**src/rtl/smc_pkg.sv**
```systemverilog
// shared types, codes and helper functions of the stepper move controller
package smc_pkg;

  // opcodes carried in the input tuser
  localparam logic [1:0] OP_TICK  = 2'd0;
  localparam logic [1:0] OP_START = 2'd1;
  localparam logic [1:0] OP_RANGE = 2'd2;
  localparam logic [1:0] OP_STOP  = 2'd3;

  // stored move kind
  localparam int KIND_W = 3;
  localparam logic [KIND_W-1:0] KIND_STOP  = 3'd0;
  localparam logic [KIND_W-1:0] KIND_FWD   = 3'd1;
  localparam logic [KIND_W-1:0] KIND_BACK  = 3'd2;
  localparam logic [KIND_W-1:0] KIND_RIGHT = 3'd3;
  localparam logic [KIND_W-1:0] KIND_LEFT  = 3'd4;

  localparam logic [7:0] THRESH_RESET = 8'd7;

  typedef enum logic [1:0] {
    S_IDLE,
    S_EVAL,
    S_DIV,
    S_FIN
  } smc_state_t;

  // direction levels: bit 0 left motor, bit 1 right motor
  function automatic logic [1:0] dir_of_kind(input logic [KIND_W-1:0] kind);
    logic [1:0] lv;
    case (kind)
      KIND_FWD:   lv = 2'b11;
      KIND_BACK:  lv = 2'b00;
      KIND_RIGHT: lv = 2'b01;
      default:    lv = 2'b10;
    endcase
    return lv;
  endfunction

  function automatic logic is_straight(input logic [KIND_W-1:0] kind);
    return (kind == KIND_FWD) || (kind == KIND_BACK);
  endfunction

endpackage

```
**src/rtl/stepper_move_controller.sv**
```systemverilog
// top level of the two-motor constant-rate stepper move controller
//
//  channel | dir | handshake            | payload
//  --------+-----+----------------------+---------------------------------------
//  in_     | in  | in_tvalid/in_tready  | tuser opcode, tdata move fields
//  out_    | out | out_tvalid/out_tready| tdata one status beat per input beat
//  cfg_    | in  | cfg_valid/cfg_ready  | cfg_data obstacle threshold in cm
//
// a tick beat that may step passes through the bit-serial interval divider
// between the evaluation and finish states; every other beat goes from
// evaluation straight to the finish state
// rst_n is synchronous and active low; the threshold resets to 7 cm
// the input is not ready while a beat is in work; a finished beat waits in
// the output register, and the next input beat is taken meanwhile
module stepper_move_controller
  import smc_pkg::*;
#(
  parameter int TICKS_PER_SECOND = 1000000,
  parameter int STEP_COUNT_BITS  = 24
) (
  input  logic        clk,
  input  logic        rst_n,
  input  logic        in_tvalid,
  output logic        in_tready,
  // [1:0] opcode
  input  logic [1:0]  in_tuser,
  // [23:0] move_steps, [39:24] move_rate, [41:40] move_kind, [51:42] range_cm
  input  logic [55:0] in_tdata,
  output logic        out_tvalid,
  input  logic        out_tready,
  // [0] step_pulse, [1] left_dir, [2] right_dir, [3] busy_res, [4] paused,
  // [5] finished
  output logic [7:0]  out_tdata,
  input  logic        cfg_valid,
  output logic        cfg_ready,
  input  logic [7:0]  cfg_data
);

  localparam int SCB   = STEP_COUNT_BITS;
  localparam int NUM_W = $clog2(TICKS_PER_SECOND + 1);
  localparam logic [NUM_W-1:0] TPS_NUM = NUM_W'(TICKS_PER_SECOND);

  // ---- sequencer ----
  smc_state_t state_r, state_nxt;

  // latched input beat
  logic [1:0]  opc_r;
  logic [23:0] steps_r;
  logic [15:0] rate_r;
  logic [1:0]  kind_r;
  logic [9:0]  range_r;

  // move state
  logic [31:0]       clock_us_r, clock_us_nxt;
  logic [31:0]       last_step_r, last_step_nxt;
  logic [SCB-1:0]    target_r, target_nxt;
  logic [SCB-1:0]    done_cnt_r, done_cnt_nxt;
  logic [15:0]       act_rate_r, act_rate_nxt;
  logic [15:0]       sav_rate_r, sav_rate_nxt;
  logic              motion_r, motion_nxt;
  logic [KIND_W-1:0] kind_st_r, kind_st_nxt;
  logic [1:0]        dir_r, dir_nxt;
  logic [7:0]        thr_r;

  logic       out_valid_r;
  logic [7:0] out_data_r, out_data_nxt;

  logic             div_start, div_done;
  logic [NUM_W-1:0] div_quo;
  logic             commit, out_free, step_ok;

  // a tick steps only with a rate and steps left
  assign step_ok  = (act_rate_r != 16'd0) && (done_cnt_r < target_r);
  assign out_free = !out_valid_r || out_tready;
  assign in_tready = (state_r == S_IDLE);
  assign cfg_ready = 1'b1;

  // interval divider: TICKS_PER_SECOND / active rate
  smc_div #(
    .NUM_W(NUM_W),
    .DEN_W(16)
  ) u_div (
    .clk  (clk),
    .rst_n(rst_n),
    .start(div_start),
    .num  (TPS_NUM),
    .den  (act_rate_r),
    .done (div_done),
    .quo  (div_quo)
  );

  always_comb begin
    state_nxt = state_r;
    div_start = 1'b0;
    commit    = 1'b0;
    case (state_r)
      S_IDLE: if (in_tvalid) state_nxt = S_EVAL;
      S_EVAL: begin
        if (opc_r == OP_TICK && step_ok) begin
          div_start = 1'b1;
          state_nxt = S_DIV;
        end else begin
          state_nxt = S_FIN;
        end
      end
      S_DIV:  if (div_done) state_nxt = S_FIN;
      S_FIN: begin
        if (out_free) begin
          commit    = 1'b1;
          state_nxt = S_IDLE;
        end
      end
      default: state_nxt = S_IDLE;
    endcase
  end

  // ---- state update of one beat ----
  logic [31:0]       clk_inc;
  logic [31:0]       interval;
  logic              pulse, fin, obstacle;
  logic [SCB-1:0]    remain;
  logic [KIND_W-1:0] start_kind;

  assign clk_inc    = clock_us_r + 32'd1;
  assign interval   = 32'(div_quo);
  assign remain     = target_r - done_cnt_r;
  assign start_kind = {1'b0, kind_r} + KIND_W'(1);
  assign obstacle   = (range_r != 10'd0) && (range_r < {2'b00, thr_r});

  always_comb begin
    clock_us_nxt = clock_us_r;
    last_step_nxt = last_step_r;
    target_nxt   = target_r;
    done_cnt_nxt = done_cnt_r;
    act_rate_nxt = act_rate_r;
    sav_rate_nxt = sav_rate_r;
    motion_nxt   = motion_r;
    kind_st_nxt  = kind_st_r;
    dir_nxt      = dir_r;
    pulse        = 1'b0;
    fin          = 1'b0;
    case (opc_r)
      OP_TICK: begin
        clock_us_nxt = clk_inc;
        if (step_ok && (clk_inc - last_step_r >= interval)) begin
          pulse         = 1'b1;
          last_step_nxt = clk_inc;
          done_cnt_nxt  = done_cnt_r + SCB'(1);
        end
        if (motion_r && (done_cnt_nxt >= target_r)) begin
          act_rate_nxt = 16'd0;
          motion_nxt   = 1'b0;
          fin          = 1'b1;
        end
      end
      OP_START: begin
        target_nxt   = SCB'(steps_r);
        done_cnt_nxt = '0;
        act_rate_nxt = rate_r;
        motion_nxt   = 1'b1;
        kind_st_nxt  = start_kind;
        dir_nxt      = dir_of_kind(start_kind);
      end
      OP_RANGE: begin
        // rotations ignore range readings
        if (kind_st_r != KIND_RIGHT && kind_st_r != KIND_LEFT) begin
          if (obstacle) begin
            if (act_rate_r != 16'd0) begin
              sav_rate_nxt = act_rate_r;
              act_rate_nxt = 16'd0;
            end
          end else if (act_rate_r == 16'd0 && motion_r && is_straight(kind_st_r)) begin
            // resume with the steps that remain
            target_nxt   = remain;
            done_cnt_nxt = '0;
            act_rate_nxt = sav_rate_r;
            dir_nxt      = dir_of_kind(kind_st_r);
          end
        end
      end
      default: begin
        // stop keeps counts and direction levels
        act_rate_nxt = 16'd0;
        motion_nxt   = 1'b0;
        kind_st_nxt  = KIND_STOP;
      end
    endcase
    out_data_nxt = {2'b00, fin,
                    motion_nxt && (act_rate_nxt == 16'd0) && is_straight(kind_st_nxt),
                    motion_nxt, dir_nxt[1], dir_nxt[0], pulse};
  end

  always_ff @(posedge clk) begin
    if (!rst_n) begin
      state_r     <= S_IDLE;
      clock_us_r  <= '0;
      last_step_r <= '0;
      target_r    <= '0;
      done_cnt_r  <= '0;
      act_rate_r  <= '0;
      sav_rate_r  <= '0;
      motion_r    <= 1'b0;
      kind_st_r   <= KIND_STOP;
      dir_r       <= '0;
      thr_r       <= THRESH_RESET;
      out_valid_r <= 1'b0;
    end else begin
      state_r <= state_nxt;
      if (cfg_valid) thr_r <= cfg_data;
      if (commit) begin
        clock_us_r  <= clock_us_nxt;
        last_step_r <= last_step_nxt;
        target_r    <= target_nxt;
        done_cnt_r  <= done_cnt_nxt;
        act_rate_r  <= act_rate_nxt;
        sav_rate_r  <= sav_rate_nxt;
        motion_r    <= motion_nxt;
        kind_st_r   <= kind_st_nxt;
        dir_r       <= dir_nxt;
        out_valid_r <= 1'b1;
      end else if (out_tready) begin
        out_valid_r <= 1'b0;
      end
    end
    if (commit) out_data_r <= out_data_nxt;
    // capture the accepted beat
    if (in_tvalid && in_tready) begin
      opc_r   <= in_tuser;
      steps_r <= in_tdata[23:0];
      rate_r  <= in_tdata[39:24];
      kind_r  <= in_tdata[41:40];
      range_r <= in_tdata[51:42];
    end
  end

  assign out_tvalid = out_valid_r;
  assign out_tdata  = out_data_r;

  // ---- checks ----
  a_rate_needs_motion: assert property (@(posedge clk) disable iff (!rst_n)
    (act_rate_r != 16'd0) |-> motion_r)
    else $error("nonzero rate without a move in progress");

  a_div_done_in_div: assert property (@(posedge clk) disable iff (!rst_n)
    div_done |-> (state_r == S_DIV))
    else $error("divider finished outside the divide state");

  a_fin_not_busy: assert property (@(posedge clk) disable iff (!rst_n)
    out_valid_r |-> !(out_data_r[5] && out_data_r[3]))
    else $error("finished beat still reports busy");

  a_paused_busy: assert property (@(posedge clk) disable iff (!rst_n)
    (out_valid_r && out_data_r[4]) |-> out_data_r[3])
    else $error("paused without a move in progress");

  a_accept_starts: assert property (@(posedge clk) disable iff (!rst_n)
    (in_tvalid && in_tready) |=> (state_r == S_EVAL))
    else $error("accepted beat did not enter evaluation");

endmodule

```
**src/rtl/smc_div.sv**
```systemverilog
// restoring divider, one quotient bit per cycle
module smc_div
  import smc_pkg::*;
#(
  parameter int NUM_W = 20,
  parameter int DEN_W = 16
) (
  input  logic             clk,
  input  logic             rst_n,
  input  logic             start,
  input  logic [NUM_W-1:0] num,
  input  logic [DEN_W-1:0] den,
  output logic             done,
  output logic [NUM_W-1:0] quo
);

  localparam int CNT_W = $clog2(NUM_W + 1);
  localparam logic [CNT_W-1:0] CNT_INIT = CNT_W'(NUM_W);

  logic             run_r, run_nxt;
  logic             done_r, done_nxt;
  logic [CNT_W-1:0] cnt_r, cnt_nxt;
  logic [DEN_W-1:0] rem_r, rem_nxt;
  logic [NUM_W-1:0] quo_r, quo_nxt;
  logic [DEN_W+1:0] trial;
  logic             ge;

  // shift in the next dividend bit and try the subtract
  assign trial = {1'b0, rem_r, quo_r[NUM_W-1]} - {2'b00, den};
  assign ge    = !trial[DEN_W+1];

  always_comb begin
    run_nxt  = run_r;
    done_nxt = 1'b0;
    cnt_nxt  = cnt_r;
    rem_nxt  = rem_r;
    quo_nxt  = quo_r;
    if (start) begin
      run_nxt = 1'b1;
      cnt_nxt = CNT_INIT;
      rem_nxt = '0;
      quo_nxt = num;
    end else if (run_r) begin
      rem_nxt = ge ? trial[DEN_W-1:0] : {rem_r[DEN_W-2:0], quo_r[NUM_W-1]};
      quo_nxt = {quo_r[NUM_W-2:0], ge};
      cnt_nxt = cnt_r - CNT_W'(1);
      if (cnt_r == CNT_W'(1)) begin
        run_nxt  = 1'b0;
        done_nxt = 1'b1;
      end
    end
  end

  always_ff @(posedge clk) begin
    if (!rst_n) begin
      run_r  <= 1'b0;
      done_r <= 1'b0;
      cnt_r  <= '0;
    end else begin
      run_r  <= run_nxt;
      done_r <= done_nxt;
      cnt_r  <= cnt_nxt;
    end
    rem_r <= rem_nxt;
    quo_r <= quo_nxt;
  end

  assign done = done_r;
  assign quo  = quo_r;

endmodule

```
**config.mk**
```make
export PLATFORM = sky130hd
export DESIGN_NAME = stepper_move_controller
export DESIGN_NICKNAME = d
export VERILOG_FILES = /design/src/rtl/smc_pkg.sv /design/src/rtl/stepper_move_controller.sv /design/src/rtl/smc_div.sv
export SDC_FILE = /design/constraint.sdc
export NUM_CORES = 1
export LEC_CHECK = 0
export BUFFER_PORTS_ARGS = -buffer_cell sky130_fd_sc_hd__buf_4
export CAP_MARGIN = 25
export CORE_MARGIN = 8
export CORE_UTILIZATION = 42
export DETAILED_ROUTE_END_ITERATION = 6
export GPL_TIMING_DRIVEN = 0
export PLACE_DENSITY = 0.58
export SYNTH_ARGS = -nofsm -noshare
export SYNTH_HDL_FRONTEND = slang
export SYNTH_HIERARCHICAL = 1
export SYNTH_SLANG_ARGS = --single-unit
```
**constraint.sdc**
```tcl
create_clock -name clk -period 9.12 [get_ports clk]
set_input_delay 0 -clock clk [delete_from_list [all_inputs] [get_ports clk]]
set_output_delay 0 -clock clk [all_outputs]
set_load 0.02 [all_outputs]
```
==> qor.txt, run 1 <==
H-tree levels: 2
Top Ports: 82
final period utilization: 95.8%
slowest cell delay on critical path: 0.51 ns
number of nets still failing antenna checks after routing: 0
adder-cell share of the synthesized area: 10.2%
pwr dens: 190 mW/mm^2
core box area: 0.0416 mm^2
Syn Area/Cell: 8.72 um^2
run status: completed
vias per inst: 5.53
Design Area, Final: 0.0208 mm^2
VDD IR-drop max: 0.000156 V
WL/cell: 17.7 um
Worst Path Max Fanout: 10
fraction of the mapped netlist area in compound gates: 20.5%
area overhead of the layout relative to synthesis: 18.5%
starting density of the core: 42.2%
worst hold path cell count: 3
CTS sink count: 264
Slew @ Worst Pin: 0.986 ns
DRC violation count after routing: 0
layout cell share with drive strength beyond 1: 9.96%
Synth Cell Area: 0.0176 mm^2
Iteration-0 DRC Markers: 1,031
Finished Layout Cells: 2,778
antenna violations before repair: 0
Final Slew Violations: 0
WL final: 49.2 mm
CTS tree: yes
Site Rows: 75
WP data arrival: 9.09 ns
XOR/XNOR Fraction of Synth Area: 6.54%
async set-reset flop share out of synthesis: 0%
MaxCap Viol Count: 0
register area share after synthesis: 34.7%
CP required: 9.48 ns
worst reg2reg path endpoint: out_tdata[4]$_DFFE_PP_
top_reg_cell synth: dfxtp_1
final RePlAce weighted congestion: 0.870
Area after DPL: 0.0189 mm^2
CP Class: reg -> reg
worst reg2reg setup slack: 0.38 ns
Worst Hold Path EP: thr_r[2]$_SDFFE_PN1P_
total congestion overflow: 0
Finish-stage setup viols: 0
Hold/Removal Path Class: in -> reg
CP Capture Type: flop
Max Freq: 0.114 GHz
Die ar.: 0.0486 mm^2
clock insertion delay at the later pin of the skew report: 0.54 ns
Worst-path clk slew: 0.06 ns
Distinct cells, synth: 89
die span in x: 220 um
DRT Pass-1 Iters: 7
RR Startpoint: clock_us_r[4]$_SDFFE_PN0P_
Hold Vio Cnt, Final: 0
die extent in y: 220 um
critical path launch point type: flop
R2R cell count: 38
Clock Tree Root: clkbuf_16
# fillers: 3,952
Port Buf Inserts: 73
combinational family with the most area after synthesis: compound AO/OA/AOI/OAI gates
buffers from clock root to sink, at most: 3
Inst Count DP: 2,649
post-synthesis mux area share: 4.08%
YS warnings: 6
static leakage: 8.65 nW
CP max-delay cell: or4b_4
#FFs+latches synth: 264
Final min period: 8.74 ns
total CTS buffers: 34
hold_sp: cfg_valid
largest net degree at the start of global routing: 29
vias in the first global route: 15,100
HPWL Detailed: 36.8 mm
relative slew slack: 34.3%
simple-gate portion of the synthesized area: 18.2%
Synth Instances: 2,014
Post-synth EDFFs: 80
routed vias: 15,400
All-Layer GR Usage: 20.3%
first-pass GRT wire length: 79.6 mm
Worst Clk Skew: 0.0263 ns
fin nets: 2,426
[per-stage QoR]
stage	power (mW)	util, %	worst slack [ns]	TNS [ns]	hold slack, ns
final	3.95	50.0	0.384	0	0.0218
after global routing	4.16	50.0	-0.101	-0.472	0.0437
after CTS	3.97	49.8	0.0412	0	0.00223
after detailed placement	2.55	45.4	-0.365	-0.365	0.179
after global placement	2.53	45.4	-0.295	-0.295	0.178
after floorplan	2.24	-	1.42	0	0.0989
[worst max-delay path by stage]
| stage | startpoint | endpoint | slack (ns) | cells past startpoint |
|---|---|---|---|---|
| finish | clock_us_r[4]$_SDFFE_PN0P_ | out_tdata[4]$_DFFE_PP_ | 0.38 | 38 |
| global route | clock_us_r[0]$_SDFFE_PN0P_ | out_tdata[4]$_DFFE_PP_ | -0.10 | 40 |
| CTS | clock_us_r[0]$_SDFFE_PN0P_ | out_tdata[4]$_DFFE_PP_ | 0.04 | 40 |
| detailed placement | clock_us_r[0]$_SDFFE_PN0P_ | out_tdata[4]$_DFFE_PP_ | -0.37 | 40 |
| global placement | clock_us_r[0]$_SDFFE_PN0P_ | out_tdata[4]$_DFFE_PP_ | -0.30 | 40 |
| floorplan | clock_us_r[0]$_SDFFE_PN0P_ | out_tdata[4]$_DFFE_PP_ | 1.42 | 40 |
[synthesized netlist by cell type (7+ instances only)]
| cell | n | area share [%] |
|---|---|---|
| a21o_1 | 42 | 1.8 |
| o21ai_1 | 42 | 1.2 |
| nand4_1 | 21 | 0.75 |
| xor2_1 | 41 | 2.0 |
| buf_2 | 12 | 0.34 |
| a21boi_0 | 14 | 0.60 |
| a22o_1 | 14 | 0.70 |
| mux2_2 | 21 | 1.3 |
| a31oi_1 | 12 | 0.43 |
| o21ai_0 | 91 | 2.6 |
| nor2_1 | 97 | 2.1 |
| o21a_1 | 18 | 0.77 |
| a21oi_1 | 111 | 3.2 |
| a211o_1 | 9 | 0.45 |
| o211ai_1 | 21 | 0.90 |
| inv_1 | 157 | 3.4 |
| xnor2_1 | 90 | 4.5 |
| a311oi_1 | 16 | 0.80 |
| nor2b_1 | 47 | 1.7 |
| a211oi_1 | 16 | 0.68 |
| o31ai_1 | 7 | 0.30 |
| and2_1 | 37 | 1.3 |
| nor3_1 | 33 | 0.94 |
| o211a_1 | 20 | 1.1 |
| or3_1 | 18 | 0.64 |
| nor4_1 | 16 | 0.57 |
| and3_1 | 36 | 1.3 |
| nand2_1 | 181 | 3.9 |
| mux2i_1 | 48 | 2.7 |
| a22oi_1 | 10 | 0.43 |
| clkbuf_1 | 71 | 1.5 |
| a221o_1 | 8 | 0.46 |
| nand2b_1 | 19 | 0.68 |
| a41oi_1 | 7 | 0.35 |
| nand3_1 | 92 | 2.6 |
| edfxtp_1 | 80 | 14 |
| ha_1 | 138 | 9.8 |
| dfxtp_1 | 184 | 21 |
[layout make-up]
class / count / area, um^2 / share of cell area, %
Multi-Input combinational cell: 1518 / 10600 / 51.1
Sequential cell: 264 / 6090 / 29.3
Timing Repair Buffer: 143 / 1240 / 5.98
Clock buffer: 41 / 920 / 4.42
Tap cell: 539 / 674 / 3.24
Inverter: 157 / 589 / 2.83
Buffer: 96 / 440 / 2.12
Clock inverter: 19 / 206 / 0.993
Antenna cell: 1 / 2.50 / 0.0120
[cell usage in the layout (no fill, tap or decap), drive strengths merged, types with 22 or more instances in the layout]
master,n
inv,159
mux2i,48
buf,101
a21o,43
a21oi,116
and2,37
nand2,181
edfxtp,80
conb,23
nor3,34
nor2b,47
xnor2,90
dlygate4sd3,64
o21ai,133
clkbuf,115
dfxtp,184
nor2,97
nand3,95
ha,138
nand4,22
and3,36
xor2,41
[registers in the layout (all words and copies together) (netlist names), 16 cells and up]
name and count:
target_r 24, sav_rate_r 16, u_div/rem_r 16, steps_r 24, done_cnt_r 24, clock_us_r 32
act_rate_r 16, rate_r 16, u_div/quo 20, last_step_r 32
[per-layer routing]
layer	wire (um)	GRT usage, %	up-vias
li1	-	-	7645
met1	22300	26.4	7261
met2	23100	33.7	372
met3	2230	3.18	91
met4	1620	7.45	0
met5	0	0	-
[timing repair]
item | in CTS | in global routing
setup endpoints to repair | 1 | 11
hold buffers | 64 | 0
buffers inserted | 1 | 3
hold endpoints to repair | 72 | 0
gates resized for setup | 7 | 21
pin swaps | 1 | 8
[logic make-up (layout without fill, tap and decap cells)]
logic type / after synthesis / after routing
compound gates: 524 / 524
flops: 264 / 264
simple gates: 630 / 630
other cells: 2 / 24
fa+ha+maj: 141 / 141
xor+xnor: 131 / 131
buf+inv: 253 / 456
mux: 69 / 69
[where the power goes]
group	switching (mW)	internal [mW]	total [mW]
logic	0.672	0.478	1.15
registers	0.0840	1.34	1.42
clock network	0.541	0.834	1.38
total	1.30	2.65	3.95
[critical path, delay by kind of cell, from the launching register on]
kind,cells,cell delay (ns)
AOI/OAI and AO/OA,17,3.56
and+or+nand+nor,12,2.78
adders and majority gates,3,0.81
buffers and inverters,3,0.63
DFF,1,0.41
xor gates and xnor gates,3,0.38
Power figures use the tool's default switching activity.
==> inputs of run 2 (changes only) <==
- PLACE_DENSITY: 0.58 -> 0.6
- SYNTH_HIERARCHICAL: 1 -> not set
- clock period: 9.12 -> 7.7 ns (I/O delays scaled with it)
==> qor.txt, run 2 <==
leading area contributor after synthesis: dfxtp_1 (unchanged)
top post-synthesis cells by area: dfxtp_1 (25%), edfxtp_1 (11%), ha_1 (10%) (was dfxtp_1 (21%), edfxtp_1 (14%), ha_1 (9.8%))
Final Slew Violations: 0 (unchanged)
run status: completed (unchanged)
Hold/Removal Path Class: in -> reg (unchanged)
Synth Cell Area: 0.0166 mm^2 (was 0.0176 mm^2)
H-tree levels: 1 (was 2)
VDD IR-drop max: 0.000171 V (was 0.000156 V)
CTS tree: yes (unchanged)
critical path's most frequent cell: a21o_1
Port Buf Inserts: 72 (was 73)
most numerous cell in the Yosys netlist: nor2_1 (was dfxtp_1)
critical path launch point type: flop (unchanged)
pre-CTS setup slack: -2.24 ns (was -0.365 ns)
CP max-delay cell: or4_4 (was or4b_4)
top_reg_cell synth: dfxtp_1 (unchanged)
static leakage: 8.01 nW (was 8.65 nW)
#FFs+latches synth: 264 (unchanged)
CP required: 8.10 ns (was 9.48 ns)
WL met1: 22.1 mm (was 22.3 mm)
RR Startpoint: clock_us_r[6]$_SDFFE_PN0P_ (was clock_us_r[4]$_SDFFE_PN0P_)
crit path from: clock_us_r[6]$_SDFFE_PN0P_ (was clock_us_r[4]$_SDFFE_PN0P_)
biggest regs: clock_us_r: 32 flops, last_step_r: 32 flops (unchanged)
total congestion overflow: 0 (unchanged)
Finish-stage setup viols: 0 (unchanged)
core box area: 0.0394 mm^2 (was 0.0416 mm^2)
most frequent cells in the layout: nor2_1 (244), dfxtp_1 (195), inv_1 (153) (was dfxtp_1 (182), nand2_1 (181), inv_1 (157))
Worst-path clk slew: 0.06 ns (about the same)
Max Freq: 0.133 GHz (was 0.114 GHz)
CP Class: reg -> reg (unchanged)
async set-reset flop share out of synthesis: 0% (unchanged)
R2R cell count: 34 (was 38)
Distinct cells, synth: 80 (was 89)
WL/cell: 17.3 um (was 17.7 um)
DR top layer: met4 (unchanged)
WP data arrival: 7.89 ns (was 9.09 ns)
relative slew slack: 38.9% (was 34.3%)
DRC violation count after routing: 0 (unchanged)
Top Ports: 82 (unchanged)
Iteration-0 DRC Markers: 1,010 (was 1,031)
Final min period: 7.49 ns (was 8.74 ns)
final period utilization: 97.3% (was 95.8%)
starting density of the core: 42.2% (about the same)
final setup margin: 0.206 ns (was 0.384 ns)
buffers from clock root to sink, at most: 3 (unchanged)
pwr dens: 245 mW/mm^2 (was 190 mW/mm^2)
All-Layer GR Usage: 19.4% (was 20.3%)
final RePlAce weighted congestion: 0.916 (was 0.870)
worst reg2reg setup slack: 0.21 ns (was 0.38 ns)
post-synth top area share: 24.6% (was 21.0%)
met3 WL: 2.33 mm (was 2.23 mm)
CTS sink count: 264 (unchanged)
RSZ-0062 raised after global routing: true
Diodes inserted: 0 (was 1)
Util after Layout: 52.1% (was 50.0%)
Slew @ Worst Pin: 0.916 ns (was 0.986 ns)
fin nets: 2,365 (was 2,426)
Post-synth EDFFs: 60 (was 80)
Final Total Pwr: 5.03 mW (was 3.95 mW)
worst hold path cell count: 3 (unchanged)
number of nets still failing antenna checks after routing: 0 (unchanged)
crit path capture: out_tdata[4]$_DFFE_PP_ (unchanged)
HPWL Detailed: 34.4 mm (was 36.8 mm)
WL final: 46.8 mm (was 49.2 mm)
Syn Area/Cell: 8.55 um^2 (was 8.72 um^2)
die extent in y: 215 um (was 220 um)
Die ar.: 0.0461 mm^2 (was 0.0486 mm^2)
DRT Pass-1 Iters: 6 (was 7)
Synth top cells by count: nor2_1 (252), dfxtp_1 (204), inv_1 (153) (was dfxtp_1 (184), nand2_1 (181), inv_1 (157))
clock insertion delay at the later pin of the skew report: 0.58 ns (was 0.54 ns)
YS warnings: 0 (was 6)
MaxCap Viol Count: 0 (unchanged)
vias in the first global route: 14,300 (was 15,100)
antenna violations before repair: 0 (unchanged)
Worst Path Max Fanout: 8 (was 10)
worst reg2reg path endpoint: out_tdata[4]$_DFFE_PP_ (unchanged)
setup_tns: 0 ns (unchanged)
area overhead of the layout relative to synthesis: 23.6% (was 18.5%)
register area share after synthesis: 35.5% (was 34.7%)
CP Capture Type: flop (unchanged)
Worst Clk Skew: 0.0277 ns (was 0.0263 ns)
Site Rows: 73 (was 75)
leading cell type in the layout, fill and taps excluded: nor2_1 (was dfxtp_1)
vias per inst: 5.42 (was 5.53)
first-pass GRT wire length: 75.3 mm (was 79.6 mm)
Clock Tree Root: clkbuf_16 (unchanged)
slowest cell delay on critical path: 0.61 ns (was 0.51 ns)
Synth Instances: 1,941 (was 2,014)
die span in x: 215 um (was 220 um)
total CTS buffers: 30 (was 34)
Met2 Routed Length: 21.3 mm (was 23.1 mm)
routed vias: 14,700 (was 15,400)
layout cell share with drive strength beyond 1: 14.6% (was 9.96%)
Hold Vio Cnt, Final: 0 (unchanged)
largest net degree at the start of global routing: 42 (was 29)
run 2: changes by cell type in the layout (fill, tap and decap cells not counted), sizes merged, moves of 27 or more:
cell,delta
buf,+32
a211oi,+58
nand3,-57
nor2,+155
o21ai,-42
nand2,-69
and2,-28
nor2b,-27
a21oi,+34
run 2: layout make-up:
| type | instances | area (um^2) |
|---|---|---|
| buffer | 81 | 392 |
| clock buffer | 41 | 885 |
| clock inverter | 15 | 195 |
| fill | 3630 | 18900 |
| inverter | 154 | 578 |
| multi-input combinational | 1438 | 10300 |
| sequential | 264 | 5900 |
| tap | 525 | 657 |
| timing repair buffer | 186 | 1600 |
run 2: kinds of logic (layout without fill, tap and decap cells):
group | count (synthesis) | in the layout | synth area share, %
xor+xnor | 129 | 129 | 6.81
other cells | 2 | 3 | 0.0452
fa+ha+maj | 139 | 139 | 10.6
buf+inv | 240 | 477 | 5.90
flops | 264 | 264 | 35.5
simple gates | 600 | 600 | 17.3
compound gates | 524 | 524 | 21.2
mux | 43 | 43 | 2.62
run 2: metal layers:
metal / vias to the layer above / track usage, %
met5: - / 0
met4: 0 / 4.94
met3: 71 / 2.50
met2: 370 / 31.8
met1: 6859 / 26.6
li1: 7367 / -
run 2: repair_timing:
action,4_1_cts,5_1_grt
hold buffers,74,0
setup buffers,13,24
endpoints found under the hold margin,64,0
resized for setup,40,89
setup endpoints to repair,20,19
pin swaps,19,51
run 2: worst max-delay path: cells and delay by family, from the launching register on:
kind,cells,cell delay (ns)
buffers and inverters,4,0.54
flip-flops,1,0.33
AO/OA/AOI/OAI,15,3.16
AND/OR/NAND/NOR,9,2.05
adder cells (fa/ha/maj),3,0.73
XOR/XNOR,3,0.49
run 2: worst min-delay path by stage:
| stage | from | end | slack [ns] |
|---|---|---|---|
| 2_1_floorplan | in_tdata[40] | kind_r[0]$_DFFE_PP_ | 0.1 |
| 3_3_place_gp | in_tdata[45] | range_r[3]$_DFFE_PP_ | 0.18 |
| 3_5_place_dp | in_tdata[5] | steps_r[5]$_DFFE_PP_ | 0.18 |
| 4_1_cts | rst_n | last_step_r[31]$_SDFFE_PN0P_ | 0.02 |
| 5_1_grt | rst_n | last_step_r[31]$_SDFFE_PN0P_ | 0.08 |
| 6_report | rst_n | last_step_r[31]$_SDFFE_PN0P_ | 0.03 |
run 2: power by group:
part,total (mW),internal [mW],switching (mW)
Clock,1.54,0.938,0.605
Sequential,1.71,1.61,0.102
Combinational,1.78,0.720,1.06
Total,5.03,3.27,1.77
run 2: through the flow:
stage          area, um^2  cells  hold WS [ns]
4_1_cts             19900   2681        0.0209
2_1_floorplan       16600   1942        0.0989
3_5_place_dp        17900   2542         0.179
6_report            20500   2704        0.0281
5_1_grt             20500   2704        0.0780
3_3_place_gp        17800   2539         0.179
==> inputs of run 3 (changes only) <==
- PLACE_DENSITY: 0.6 -> 0.56
==> qor.txt, run 3 (synthesized netlist as in run 2, its figures left out) <==
Die ar.: 0.0461 mm^2 (unchanged)
Final min period: 7.59 ns (was 7.49 ns)
Hold Vio Cnt, Final: 0 (unchanged)
Inst Count DP: 2,542 (unchanged)
slowest cell delay on critical path: 0.61 ns (about the same)
area of the multi-input gates: 0.0102 mm^2 (was 0.0103 mm^2)
Worst-path clk slew: 0.06 ns (about the same)
total congestion overflow: 0 (unchanged)
worst reg2reg setup slack: 0.11 ns (was 0.21 ns)
die span in x: 215 um (unchanged)
Hold Worst Slack: 0.0345 ns (was 0.0281 ns)
DRC violation count after routing: 0 (unchanged)
All-Layer GR Usage: 19.8% (was 19.4%)
Iteration-0 DRC Markers: 1,084 (was 1,010)
RR Startpoint: clock_us_r[0]$_SDFFE_PN0P_ (was clock_us_r[6]$_SDFFE_PN0P_)
hold_sp: rst_n (unchanged)
largest net degree at the start of global routing: 43 (was 42)
clock insertion delay at the later pin of the skew report: 0.60 ns (was 0.58 ns)
RSZ-0062 raised after global routing: true (unchanged)
critical path's most frequent cell: a21o_1 (unchanged)
Util after Layout: 51.9% (was 52.1%)
CP Capture Type: flop (unchanged)
Worst Hold Path EP: last_step_r[31]$_SDFFE_PN0P_ (unchanged)
buffers from clock root to sink, at most: 3 (unchanged)
H-tree levels: 1 (unchanged)
fin nets: 2,364 (was 2,365)
routed vias: 14,600 (was 14,700)
Top Ports: 82 (unchanged)
run status: completed (unchanged)
MaxCap Viol Count: 0 (unchanged)
die extent in y: 215 um (unchanged)
worst hold path cell count: 3 (unchanged)
# fillers: 3,637 (was 3,630)
core box area: 0.0394 mm^2 (unchanged)
DRT Pass-1 Iters: 5 (was 6)
number of nets still failing antenna checks after routing: 0 (unchanged)
Finished Layout Cells: 2,704 (unchanged)
HPWL Detailed: 35.1 mm (was 34.4 mm)
area overhead of the layout relative to synthesis: 23.2% (was 23.6%)
antenna violations before repair: 0 (unchanged)
Worst Clk Skew: 0.0222 ns (was 0.0277 ns)
Hold/Removal Path Class: in -> reg (unchanged)
CTS tree: yes (unchanged)
Site Rows: 73 (unchanged)
Clock Tree Root: clkbuf_16 (unchanged)
Diodes inserted: 0 (unchanged)
worst reg2reg path endpoint: out_tdata[4]$_DFFE_PP_ (unchanged)
R2R cell count: 33 (was 34)
CP required: 8.12 ns (was 8.10 ns)
final period utilization: 98.5% (was 97.3%)
crit path from: clock_us_r[0]$_SDFFE_PN0P_ (was clock_us_r[6]$_SDFFE_PN0P_)
Finish-stage setup viols: 0 (unchanged)
VDD IR-drop max: 0.000210 V (was 0.000171 V)
first-pass GRT wire length: 76.5 mm (was 75.3 mm)
leading cell type in the layout, fill and taps excluded: nor2_1 (unchanged)
WL/cell: 17.6 um (was 17.3 um)
final RePlAce weighted congestion: 0.906 (was 0.916)
total CTS buffers: 31 (was 30)
layout cell share with drive strength beyond 1: 13.6% (was 14.6%)
CTS sink count: 264 (unchanged)
vias in the first global route: 14,300 (about the same)
CP Class: reg -> reg (unchanged)
pre-CTS setup slack: -1.94 ns (was -2.24 ns)
WL final: 47.5 mm (was 46.8 mm)
CP max-delay cell: or4_4 (unchanged)
most frequent cells in the layout: nor2_1 (247), dfxtp_1 (198), inv_1 (153) (was nor2_1 (244), dfxtp_1 (195), inv_1 (153))
Worst Path Max Fanout: 7 (was 8)
starting density of the core: 42.2% (unchanged)
static leakage: 8.02 nW (was 8.01 nW)
biggest regs: clock_us_r: 32 flops, last_step_r: 32 flops (unchanged)
Slew @ Worst Pin: 0.980 ns (was 0.916 ns)
WP data arrival: 8.01 ns (was 7.89 ns)
pwr dens: 248 mW/mm^2 (was 245 mW/mm^2)
final setup margin: 0.113 ns (was 0.206 ns)
relative slew slack: 34.7% (was 38.9%)
Port Buf Inserts: 72 (unchanged)
Final Slew Violations: 0 (unchanged)
vias per inst: 5.38 (was 5.42)
Storage cell area: 0.00590 mm^2 (about the same)
Max Freq: 0.132 GHz (was 0.133 GHz)
critical path launch point type: flop (unchanged)
-- run 3: cell types whose count changed in the layout (fill, tap and decap cells not counted), sizes merged --
cell    previous run  this run
buf              133       129
clkbuf           101        99
clkinv             8        11
inv              154       156
bufinv             4         5
-- run 3: metrics by stage --
step | setup TNS (ns) | area (um^2) | power (mW)
final | 0 | 20400 | 5.08
after floorplan | 0 | 16600 | 2.99
after CTS | 0 | 19900 | 5.08
after detailed placement | -27.60 | 17900 | 3.44
after global routing | -0.217 | 20400 | 5.39
after global placement | -27.98 | 17800 | 3.42
-- run 3: final cells by class --
class,instances,area share (%)
sequential,264,28.9
buffer,81,1.89
tap,525,3.21
inverter,154,2.83
timing repair buffer,184,7.88
clock buffer,37,4.11
multi-input combinational,1438,50.0
clock inverter,21,1.24
-- run 3: power by group --
group | switching [mW] | total [mW] | internal (mW)
Clock | 0.633 | 1.58 | 0.948
Combinational | 1.06 | 1.78 | 0.724
Sequential | 0.103 | 1.71 | 1.61
-- run 3: worst max path at each step --
stage	depth (start not counted)	slack (ns)	endpoint
2_1_floorplan	34	0.08	out_tdata[4]$_DFFE_PP_
3_3_place_gp	37	-2.03	out_tdata[4]$_DFFE_PP_
3_5_place_dp	38	-1.94	out_tdata[4]$_DFFE_PP_
4_1_cts	37	0.0004	out_tdata[4]$_DFFE_PP_
5_1_grt	34	-0.22	out_tdata[4]$_DFFE_PP_
6_report	33	0.11	out_tdata[4]$_DFFE_PP_
-- run 3: metal layers --
layer,routed length [um],part of all wire [%],vias to the layer above,track usage [%]
met2,21100,44,335,31.9
li1,-,-,7361,-
met3,2080,4.4,58,2.72
met4,1170,2.5,0,5.55
met1,23200,49,6797,27.4
met5,0,0,-,0
-- run 3: critical path, delay by kind of cell, from the launching register on --
kind	cells	cell delay, ns
simple gates	15	3.25
compound gates	11	2.39
fa+ha+maj	3	0.75
flops	1	0.38
xor+xnor	2	0.37
buf+inv	2	0.26
-- run 3: repair_timing --
item | CTS | global route
pin swaps | 17 | 42
endpoints found under the hold margin | 64 | 0
buffers inserted | 8 | 25
gates cloned | 0 | 2
gates resized for setup | 39 | 61
setup endpoints to repair | 20 | 19
hold buffers | 74 | 0
